**src/rtl/core/pixel_compositor_macros.svh**
```systemverilog
// assertion macros shared by the compositor rtl
// no dependencies; the including module provides aclk and aresetn
`ifndef PIXEL_COMPOSITOR_MACROS_SVH
`define PIXEL_COMPOSITOR_MACROS_SVH

// same-cycle implication, checked on aclk, off while aresetn is low
`define PXC_ASSERT_NOW(name, pre, post) \
    name: assert property (@(posedge aclk) disable iff (!aresetn) (pre) |-> (post)) \
        else $error("pixel_compositor check failed");

// next-cycle implication, checked on aclk, off while aresetn is low
`define PXC_ASSERT_NEXT(name, pre, post) \
    name: assert property (@(posedge aclk) disable iff (!aresetn) (pre) |=> (post)) \
        else $error("pixel_compositor check failed");

`endif

```
**src/rtl/core/pxc_pkg.sv**
```systemverilog
// types, codes and helper functions of the pixel compositor
// no dependencies; used by pxc_src_sel and pixel_compositor
`default_nettype none

package pxc_pkg;

    // mode codes
    localparam logic [3:0] MODE_COPY       = 4'd0;
    localparam logic [3:0] MODE_BLEND      = 4'd1;
    localparam logic [3:0] MODE_AVG_BLEND  = 4'd2;
    localparam logic [3:0] MODE_AVG_COPY   = 4'd3;
    localparam logic [3:0] MODE_FILL       = 4'd4;
    localparam logic [3:0] MODE_FILL_BLEND = 4'd5;
    localparam logic [3:0] MODE_GLYPH      = 4'd6;
    localparam logic [3:0] MODE_SWAP       = 4'd7;
    localparam logic [3:0] MODE_MASK       = 4'd8;

    // configuration register indexes
    localparam logic [1:0] REG_MODE       = 2'd0;
    localparam logic [1:0] REG_FILL_COLOR = 2'd1;
    localparam logic [1:0] REG_SWAP_OLD   = 2'd2;
    localparam logic [1:0] REG_SWAP_NEW   = 2'd3;

    // reset values
    localparam logic [3:0]  MODE_RESET       = MODE_BLEND;
    localparam logic [31:0] FILL_COLOR_RESET = 32'hFFFF_FFFF;
    localparam logic [31:0] SWAP_RESET       = 32'h0000_0000;

    localparam logic [7:0] ALPHA_OPAQUE = 8'hFF;
    localparam logic [7:0] ALPHA_CLEAR  = 8'h00;

    // blend source and bypass word, handed from selection to the multiply stage
    typedef struct packed {
        logic        blend;   // a real mix is needed
        logic [7:0]  alpha;
        logic [23:0] s_rgb;
        logic [23:0] d_rgb;
        logic [31:0] direct;  // result when no mix is needed
    } pxc_sel_t;

    // x / 255 for x up to 255*255: estimate low by at most one, then correct
    function automatic logic [7:0] div255(input logic [15:0] x);
        logic [16:0] t;
        logic [7:0]  q;
        logic [15:0] r;
        t = {1'b0, x} + {9'b0, x[15:8]};
        q = t[15:8];
        r = x - {q, 8'b0} + {8'b0, q};
        if (r >= 16'd255) begin
            q = q + 8'd1;
        end
        return q;
    endfunction

endpackage

`default_nettype wire

```
**src/rtl/core/pxc_src_sel.sv**
```systemverilog
// source selection of the compositor: pair average, fill, glyph alpha, swap, mask
// depends on pxc_pkg for mode codes and the pxc_sel_t struct
`default_nettype none

module pxc_src_sel (
    input  wire logic [3:0]  mode,
    input  wire logic [31:0] fill_color,
    input  wire logic [31:0] swap_old,
    input  wire logic [31:0] swap_new,
    input  wire logic [31:0] src_pixel,
    input  wire logic [31:0] src_pixel_next,
    input  wire logic [31:0] dst_pixel,
    input  wire logic [7:0]  coverage,
    output pxc_pkg::pxc_sel_t sel
);

    logic [31:0] avg_word;
    logic [31:0] blend_src;
    logic        use_blend;

    // bytewise pair average, truncated
    always_comb begin
        logic [8:0] sum;
        for (int i = 0; i < 4; i++) begin
            sum = {1'b0, src_pixel[8*i +: 8]} + {1'b0, src_pixel_next[8*i +: 8]};
            avg_word[8*i +: 8] = sum[8:1];
        end
    end

    // pick the operation
    always_comb begin
        blend_src  = src_pixel;
        use_blend  = 1'b0;
        sel.direct = dst_pixel;
        unique case (mode)
            pxc_pkg::MODE_COPY:       sel.direct = src_pixel;
            pxc_pkg::MODE_BLEND: begin
                blend_src = src_pixel;
                use_blend = 1'b1;
            end
            pxc_pkg::MODE_AVG_BLEND: begin
                blend_src = avg_word;
                use_blend = 1'b1;
            end
            pxc_pkg::MODE_AVG_COPY:   sel.direct = avg_word;
            pxc_pkg::MODE_FILL:       sel.direct = fill_color;
            pxc_pkg::MODE_FILL_BLEND: begin
                blend_src = fill_color;
                use_blend = 1'b1;
            end
            // zero coverage gives alpha zero, so the destination passes
            pxc_pkg::MODE_GLYPH: begin
                blend_src = {coverage, fill_color[23:0]};
                use_blend = 1'b1;
            end
            pxc_pkg::MODE_SWAP:
                sel.direct = (dst_pixel == swap_old) ? swap_new : dst_pixel;
            pxc_pkg::MODE_MASK:       sel.direct = {coverage, dst_pixel[23:0]};
            default:                  sel.direct = dst_pixel;
        endcase

        // clear and opaque alpha bypass the multiply
        sel.blend = 1'b0;
        if (use_blend) begin
            priority if (blend_src[31:24] == pxc_pkg::ALPHA_CLEAR) begin
                sel.direct = dst_pixel;
            end else if (blend_src[31:24] == pxc_pkg::ALPHA_OPAQUE) begin
                sel.direct = blend_src;
            end else begin
                sel.blend = 1'b1;
            end
        end
        sel.alpha = blend_src[31:24];
        sel.s_rgb = blend_src[23:0];
        sel.d_rgb = dst_pixel[23:0];
    end

endmodule

`default_nettype wire

```
**src/rtl/core/pixel_compositor.sv**
```systemverilog
// top level of the pixel compositor: config registers and the four-stage pipeline
// depends on pxc_pkg, pxc_src_sel and pixel_compositor_macros.svh
//
//   channel  dir  payload                                          handshake
//   s_       in   s_tdata[103:0] src, src_next, dst, coverage      s_tvalid / s_tready
//   m_       out  m_tdata[31:0] out_pixel                          m_tvalid / m_tready
//   cfg_     in   cfg_wr_index[1:0], cfg_wr_data[31:0]             cfg_wr_en
//
// one word per cycle sustained while m_tready is high; an accepted word passes four registers before m_tvalid
// stages: input register, source select, channel multiply, divide by 255 into output
// each stage holds when the next one is full and stalled, and fills bubbles when free
// aresetn is synchronous active low, clears valid bits and loads config registers with their reset values
`default_nettype none
`include "pixel_compositor_macros.svh"

module pixel_compositor (
    input  wire logic         aclk,
    input  wire logic         aresetn,

    input  wire logic         s_tvalid,
    output logic              s_tready,
    // [31:0] src_pixel, [63:32] src_pixel_next, [95:64] dst_pixel, [103:96] coverage
    input  wire logic [103:0] s_tdata,

    output logic              m_tvalid,
    input  wire logic         m_tready,
    // [31:0] out_pixel
    output logic [31:0]       m_tdata,

    input  wire logic         cfg_wr_en,
    input  wire logic [1:0]   cfg_wr_index,
    input  wire logic [31:0]  cfg_wr_data
);

    logic [3:0]  mode_reg;
    logic [31:0] fill_color_reg;
    logic [31:0] swap_old_reg;
    logic [31:0] swap_new_reg;

    logic        v1_reg, v2_reg, v3_reg, m_valid_reg;
    logic        rdy1, rdy2, rdy3, rdy_out;

    logic [103:0]       in_word_reg;
    pxc_pkg::pxc_sel_t  sel_next;
    pxc_pkg::pxc_sel_t  sel_reg;
    logic [15:0]        sum_next [3];
    logic [15:0]        sum_reg  [3];
    logic               blend3_reg;
    logic [31:0]        direct3_reg;
    logic [31:0]        out_next;
    logic [31:0]        out_reg;

    // configuration registers
    always_ff @(posedge aclk) begin
        if (!aresetn) begin
            mode_reg       <= pxc_pkg::MODE_RESET;
            fill_color_reg <= pxc_pkg::FILL_COLOR_RESET;
            swap_old_reg   <= pxc_pkg::SWAP_RESET;
            swap_new_reg   <= pxc_pkg::SWAP_RESET;
        end else if (cfg_wr_en) begin
            unique case (cfg_wr_index)
                pxc_pkg::REG_MODE:       mode_reg       <= cfg_wr_data[3:0];
                pxc_pkg::REG_FILL_COLOR: fill_color_reg <= cfg_wr_data;
                pxc_pkg::REG_SWAP_OLD:   swap_old_reg   <= cfg_wr_data;
                pxc_pkg::REG_SWAP_NEW:   swap_new_reg   <= cfg_wr_data;
                default: ;
            endcase
        end
    end

    // per-stage ready: a stage may load when empty or when it drains this cycle
    assign rdy_out  = !m_valid_reg || m_tready;
    assign rdy3     = !v3_reg || rdy_out;
    assign rdy2     = !v2_reg || rdy3;
    assign rdy1     = !v1_reg || rdy2;
    assign s_tready = rdy1;

    // valid bits
    always_ff @(posedge aclk) begin
        if (!aresetn) begin
            v1_reg      <= 1'b0;
            v2_reg      <= 1'b0;
            v3_reg      <= 1'b0;
            m_valid_reg <= 1'b0;
        end else begin
            if (rdy1)    v1_reg      <= s_tvalid;
            if (rdy2)    v2_reg      <= v1_reg;
            if (rdy3)    v3_reg      <= v2_reg;
            if (rdy_out) m_valid_reg <= v3_reg;
        end
    end

    // stage 1: input word
    always_ff @(posedge aclk) begin
        if (rdy1 && s_tvalid) begin
            in_word_reg <= s_tdata;
        end
    end

    // stage 2: source selection
    pxc_src_sel u_src_sel (
        .mode           (mode_reg),
        .fill_color     (fill_color_reg),
        .swap_old       (swap_old_reg),
        .swap_new       (swap_new_reg),
        .src_pixel      (in_word_reg[31:0]),
        .src_pixel_next (in_word_reg[63:32]),
        .dst_pixel      (in_word_reg[95:64]),
        .coverage       (in_word_reg[103:96]),
        .sel            (sel_next)
    );

    always_ff @(posedge aclk) begin
        if (rdy2 && v1_reg) begin
            sel_reg <= sel_next;
        end
    end

    // stage 3: s*a + d*(255-a) per color channel
    always_comb begin
        logic [7:0] inv_a;
        inv_a = pxc_pkg::ALPHA_OPAQUE - sel_reg.alpha;
        for (int c = 0; c < 3; c++) begin
            sum_next[c] = {8'b0, sel_reg.s_rgb[8*c +: 8]} * {8'b0, sel_reg.alpha}
                        + {8'b0, sel_reg.d_rgb[8*c +: 8]} * {8'b0, inv_a};
        end
    end

    always_ff @(posedge aclk) begin
        if (rdy3 && v2_reg) begin
            sum_reg     <= sum_next;
            blend3_reg  <= sel_reg.blend;
            direct3_reg <= sel_reg.direct;
        end
    end

    // stage 4: divide by 255 and merge with the bypass word
    always_comb begin
        if (blend3_reg) begin
            out_next = {pxc_pkg::ALPHA_OPAQUE, pxc_pkg::div255(sum_reg[2]),
                        pxc_pkg::div255(sum_reg[1]), pxc_pkg::div255(sum_reg[0])};
        end else begin
            out_next = direct3_reg;
        end
    end

    always_ff @(posedge aclk) begin
        if (rdy_out && v3_reg) begin
            out_reg <= out_next;
        end
    end

    assign m_tvalid = m_valid_reg;
    assign m_tdata  = out_reg;

    // a full pipeline is the only reason to refuse input
    `PXC_ASSERT_NOW(a_ready_only_when_full, !s_tready,
        v1_reg && v2_reg && v3_reg && m_valid_reg)
    // a stalled multiply stage keeps its word
    `PXC_ASSERT_NEXT(a_stage3_holds, v3_reg && !rdy_out, v3_reg && $stable(direct3_reg))
    // mixed words come out opaque
    `PXC_ASSERT_NEXT(a_blend_opaque, v3_reg && rdy_out && blend3_reg,
        m_tdata[31:24] == pxc_pkg::ALPHA_OPAQUE)
    // channel sums never exceed 255*255
    `PXC_ASSERT_NOW(a_sum_range, v3_reg && blend3_reg,
        sum_reg[0] <= 16'd65025 && sum_reg[1] <= 16'd65025 && sum_reg[2] <= 16'd65025)

endmodule

`default_nettype wire
```
**config.mk**
```make
export PLATFORM = sky130hd
export DESIGN_NAME = pixel_compositor
export DESIGN_NICKNAME = d
export VERILOG_FILES = /design/src/rtl/core/pxc_pkg.sv /design/src/rtl/core/pxc_src_sel.sv /design/src/rtl/core/pixel_compositor.sv
export VERILOG_INCLUDE_DIRS = /design/src /design/src/rtl/core
export SDC_FILE = /design/constraint.sdc
export NUM_CORES = 2
export LEC_CHECK = 0
export ABC_CLOCK_PERIOD_IN_PS = 10700
export BUFFER_PORTS_ARGS = -buffer_cell sky130_fd_sc_hd__buf_4
export CORE_AREA = 3 3 244 246
export CTS_CLUSTER_DIAMETER = 200
export DETAILED_ROUTE_END_ITERATION = 10
export DIE_AREA = 0 0 247 249
export GPL_TIMING_DRIVEN = 0
export PLACE_DENSITY = 0.79
export SLEW_MARGIN = 10
export SYNTH_ARGS = -nofsm -noshare
export SYNTH_HDL_FRONTEND = slang
export SYNTH_SLANG_ARGS = --single-unit
```
**constraint.sdc**
```tcl
create_clock -name aclk -period 10.7 [get_ports aclk]
set_clock_uncertainty 0.1 [all_clocks]
set_input_delay 2.14 -clock aclk [delete_from_list [all_inputs] [get_ports aclk]]
set_output_delay 2.14 -clock aclk [all_outputs]
set_load 0.01 [all_outputs]
```
* After elaboration in Yosys (flattened, before gate mapping) *
Cells that the tools add are included.

word-level totals
  flip-flop bits (word level) = 410
  bits of input ports = 143
  output and inout bits = 34
  logic and storage cells = 97

operators by class
  add/subtract/negate cells = 20
  $mul = 6
  $lt $le $gt $ge = 3
  equal/unequal tests = 13
  mux-type cells = 12
  bitwise operators = 1
  reduce and logical (&&, ||, !) cells = 21

operators by type and width
  kind                 count
  $pmux 32 s5          1
  $mux 32              4
  $add 16x8->16        6
  $mul 8x8->16         6
  $pmux 32 s3          1
  $add 16x16->16       3
  $ge 16x8->1 const B  3
  $sub 16x16->16       3
  $add 8x8->9          4
  $eq 32x32->1         1
  $add 8x1->8 const B  3
  $mux 24              1
  $mux 8               3
  $eq 4x3->1 const B   4
  $eq 4x2->1 const B   2
  $eq 8x8->1 const B   1
  $logic_not 8->1      1
  $reduce_and 2->1     4
  $sub 8x8->8 const A  1
  $eq 2x2->1 const B   2
  $eq 4x1->1 const B   1
  $eq 4x4->1 const B   1
  $logic_and 1x1->1    4
  $logic_not 1->1      4
  other kinds (8)      12

* Longest topological paths before layout *
  depth after elaboration = 6
  depth in mapped cells = 23

* Cells and area by module *
A second synthesis with hierarchy kept.

unflattened totals
  cell total of the unflattened synthesis = 3409
  area total of the unflattened synthesis = 34435.5 um^2

modules (own cells, without submodules)
  module            times used  cells each  area each (um^2)
  pixel_compositor  1           2876        30694.4
  pxc_src_sel       1           533         3741.1

* Least setup slack after synthesis *
No wires, ideal clock.

  path kind = input to register
  start = input port m_tready
  end = register sel_reg[0] (netlist bit), enable pin
  setup time = 0.672 ns
  arrival time = 8.888 ns
  slack = 1.040 ns
  cell stages on the path = 3
  cells stage by stage = nor2b_1 -> and2_0 -> a21boi_0

on the way
  cells in the longest elaborated chain, start to end = 4

ends and longest elaborated chain
  what                  RTL line                 RTL
  from (decl)           pixel_compositor.sv:26   input wire logic m_tready,
  $logic_or 1x1->1      pixel_compositor.sv:72   assign rdy_out = !m_valid_reg || m_tready;
  $logic_or 1x1->1      pixel_compositor.sv:73   assign rdy3 = !v3_reg || rdy_out;
  $logic_or 1x1->1      pixel_compositor.sv:74   assign rdy2 = !v2_reg || rdy3;
  $logic_and 1x1->1     pixel_compositor.sv:114  if (rdy2 && v1_reg) begin
  to (signal assigned)  pixel_compositor.sv:115  sel_reg <= sel_next;
  to (decl)             pixel_compositor.sv:45   pxc_pkg::pxc_sel_t sel_reg;

Every way passes these cells.
A chain may end at the register's enable or synchronous reset.

==> summary.md <==
| Metric | Value |
|---|---|
| Status | `completed` |
| Crit-path slowest cell | `clkbuf_1` |
| Cell count after placement | `4346` |
| Max incr delay on CP | `750 ps` |
| Crit end category | `register` |
| Synthesized flop and latch total | `410` |
| Synth Cell Area | `34370 sq um` |
| Primary FF master, synth | `edfxtp_1` |
| Period minus WS final | `6961 ps` |
| Post-synth ARST share | `0%` |
| IO Count | `177` |
| Largest area contributor in the netlist | `edfxtp_1` |
| Die area | `61500 sq um` |
| Util after Layout | `66.81%` |
| Hold/Removal Path Class | `reg -> reg` |
| GP Congestion | `1.004` |
| Die W | `247 um` |
| Number of buffers added on ports | `175` |
| Worst-path clk slew | `60 ps` |
| Reg2reg end | `sum_reg[46]` |
| Later-pin clock latency in the skew report | `600 ps` |
| CP startpoint | `sel_reg[83]` |
| Final setup viols | `0` |
| Vias in the first global route | `26010` |
| R2r startpoint | `sel_reg[83]` |
| Yosys warnings | `0` |
| Pin count of the biggest net entering global routing | `34` |
| Drt total wl | `90630 um` |
| Layout cells sized above 1 | `9.116%` |
| Avg Inst Size Synth | `10.13 sq um` |
| Drt pass-1 iters | `9` |
| Number of max-cap violations | `0` |
| Initial DRC count | `2322` |
| Hpwl dp | `73210 um` |
| Pleak | `16.96 nW` |
| CTS tree | `done` |
| Slew Limit Fails | `0` |
| Most common cell after layout, fill and taps aside | `inv_1` |
| Hold Fails Final Rpt | `0` |
| End point of the critical path | `sum_reg[46]` |
| Worst EP required | `10920 ps` |
| Post-CTS Hold Buffers | `0` |
| PostCTS Resize Cnt | `0` |
| TritonCTS buffer count | `45` |
| Die height | `249 um` |
| Setup crit start kind | `register` |
| Congestion Overflow GR | `0` |
| CP arrival | `7180 ps` |
| Critical path, cell by cell | `clkbuf_1 -> clkbuf_1 -> nand2_1 -> fa_1 -> inv_1 -> ha_1 -> inv_1 -> fa_1 -> inv_1 -> fa_1 -> inv_1 -> fa_1 -> inv_1 -> fa_1 -> ha_1 -> a21oi_1 -> o21bai_1 -> a21oi_1 -> nor2b_1 -> o21a_1 -> o31a_1 -> o41ai_1 -> xnor2_1` |
| Non-Filler Instances | `4429` |
| Netlist cell types | `91` |
| Longest Clk Path Bufs | `3` |
| Critical path class | `reg -> reg` |
| Routed len/inst | `20.46 um` |
| Rel. slew slack | `14.60%` |
| Layout area overhead | `11.95%` |
| Pin slew with the least headroom to its limit | `1271 ps` |
| # rows | `88` |
| Cells after Synth | `3394` |
| Worst-path maximum fanout | `10` |
| Final nets | `4382` |
| Pwr dens | `268.9 nW/um^2` |
| Total power | `10.35 mW` |
| First-pass GRT wire length | `142200 um` |
| Peak VDD IR | `267.8 uV` |
| Post-DRT Antenna Nets | `0` |
| Initial antenna violation count | `1` |
| Worst reg-to-reg path cell count | `23` |
| Sequential fraction of the synthesis area | `32.80%` |
| RSZ-0062 raised after global routing | `no` |
| Max reg flops | `104` |
| Core area | `57590 sq um` |
| GRT Total Usage | `29.76%` |
| Synth top area cells | `edfxtp_1 27%, fa_1 17%, ha_1 12%` |
| Fill cell count | `4475` |
| Root buf cell | `clkbuf_16` |
| Synth top area share | `26.74%` |
| Post-synth EDFFs | `306` |
| Initial core utilization | `59.68%` |
| Setup TNS Final | `0 ps` |
| H-tree levels | `2` |
| Commonest cells after routing, fill and taps aside | `499 x inv_1, 362 x nand2_1, 319 x ha_1, 306 x edfxtp_1, 292 x fa_1` |
| Max Freq | `143.7 MHz` |
| Fin crit share | `65.06%` |
| DRC | `0` |
| Antenna cell count | `0` |
| Via Count | `25820` |
| Setup slack, reg-to-reg | `3740 ps` |
| Clk sinks | `410` |
| Post-CTS setup buffers | `0` |
| Vias/cell | `5.831` |
## metrics by stage
stage	setup slack, ps	hold slack (ps)	area, sq um
CTS	3783	318.4	38470
detailed placement	3780	305.4	36890
global route	3438	324.5	38470
floorplan	1040	300.3	34370
finish	3739	317.7	38470
global placement	-1039	303.7	36640
## layer usage
metal / wire [um] / track usage [%] / vias up
li1: - / - / 11950
met1: 35730 / 38.08 / 12400
met2: 42320 / 48.61 / 1187
met3: 7319 / 5.382 / 292
met4: 5245 / 14.93 / 2
met5: 12 / 0 / -
## where the power goes
part           internal (mW)  total (mW)  switching (mW)
logic                   2.87        6.42            3.56
clock network          0.967        1.65           0.680
registers               2.10        2.27           0.178
total                   5.93        10.3            4.42
## cells in the mapped netlist, drive strengths merged, types with 14 or more instances
cell	n
a21boi	70
a21o	29
a21oi	93
a222oi	23
a22oi	38
and2	125
and3	15
buf	20
clkbuf	102
dfxtp	104
edfxtp	306
fa	292
ha	319
inv	499
mux2i	30
nand2	363
nand2b	96
nand3	66
nand4	14
nor2	85
nor2b	136
nor3	26
nor4	16
o211ai	21
o21a	18
o21ai	79
o21bai	18
o22ai	27
or2	20
xnor2	104
xor2	52
## logic make-up after synthesis
family,synth area share [%]
flip-flops,32.80
buffers and inverters,6.863
AO/OA/AOI/OAI,11.47
other,0.01091
multiplexers,1.234
AND/OR/NAND/NOR,15.02
XOR/XNOR,3.976
adder cells (fa/ha/maj),28.62
## worst max-delay path, delay by kind of cell, from the launching register on
kind / cells / cell delay [ps]
XOR/XNOR: 1 / 100
buffers and inverters: 7 / 1570
flip-flops: 1 / 380
AND/OR/NAND/NOR: 2 / 220
adder cells (fa/ha/maj): 7 / 3030
AO/OA/AOI/OAI: 6 / 1290
## cell type report
| class | count | area (sq um) | area share [%] |
|---|---|---|---|
| Multi-Input combinational cell | 2365 | 20790 | 54.04 |
| Sequential cell | 410 | 11270 | 29.30 |
| Inverter | 499 | 1873 | 4.869 |
| Timing Repair Buffer | 185 | 1509 | 3.922 |
| Clock buffer | 56 | 1219 | 3.168 |
| Tap cell | 765 | 957.2 | 2.488 |
| Buffer | 122 | 485.5 | 1.262 |
| Clock inverter | 27 | 366.6 | 0.9529 |
## worst min path at each step
| stage | startpoint | to | slack, ps | cells after the start |
|---|---|---|---|---|
| global route | sel_reg[19] | direct3_reg[19] | 320 | 0 |
| floorplan | sel_reg[88] | blend3_reg | 300 | 0 |
| finish | sel_reg[12] | direct3_reg[12] | 320 | 0 |
| CTS | sel_reg[12] | direct3_reg[12] | 320 | 0 |
| global placement | sel_reg[21] | direct3_reg[21] | 300 | 0 |
| detailed placement | sel_reg[25] | direct3_reg[25] | 310 | 0 |
Power figures use the tool's default switching activity.
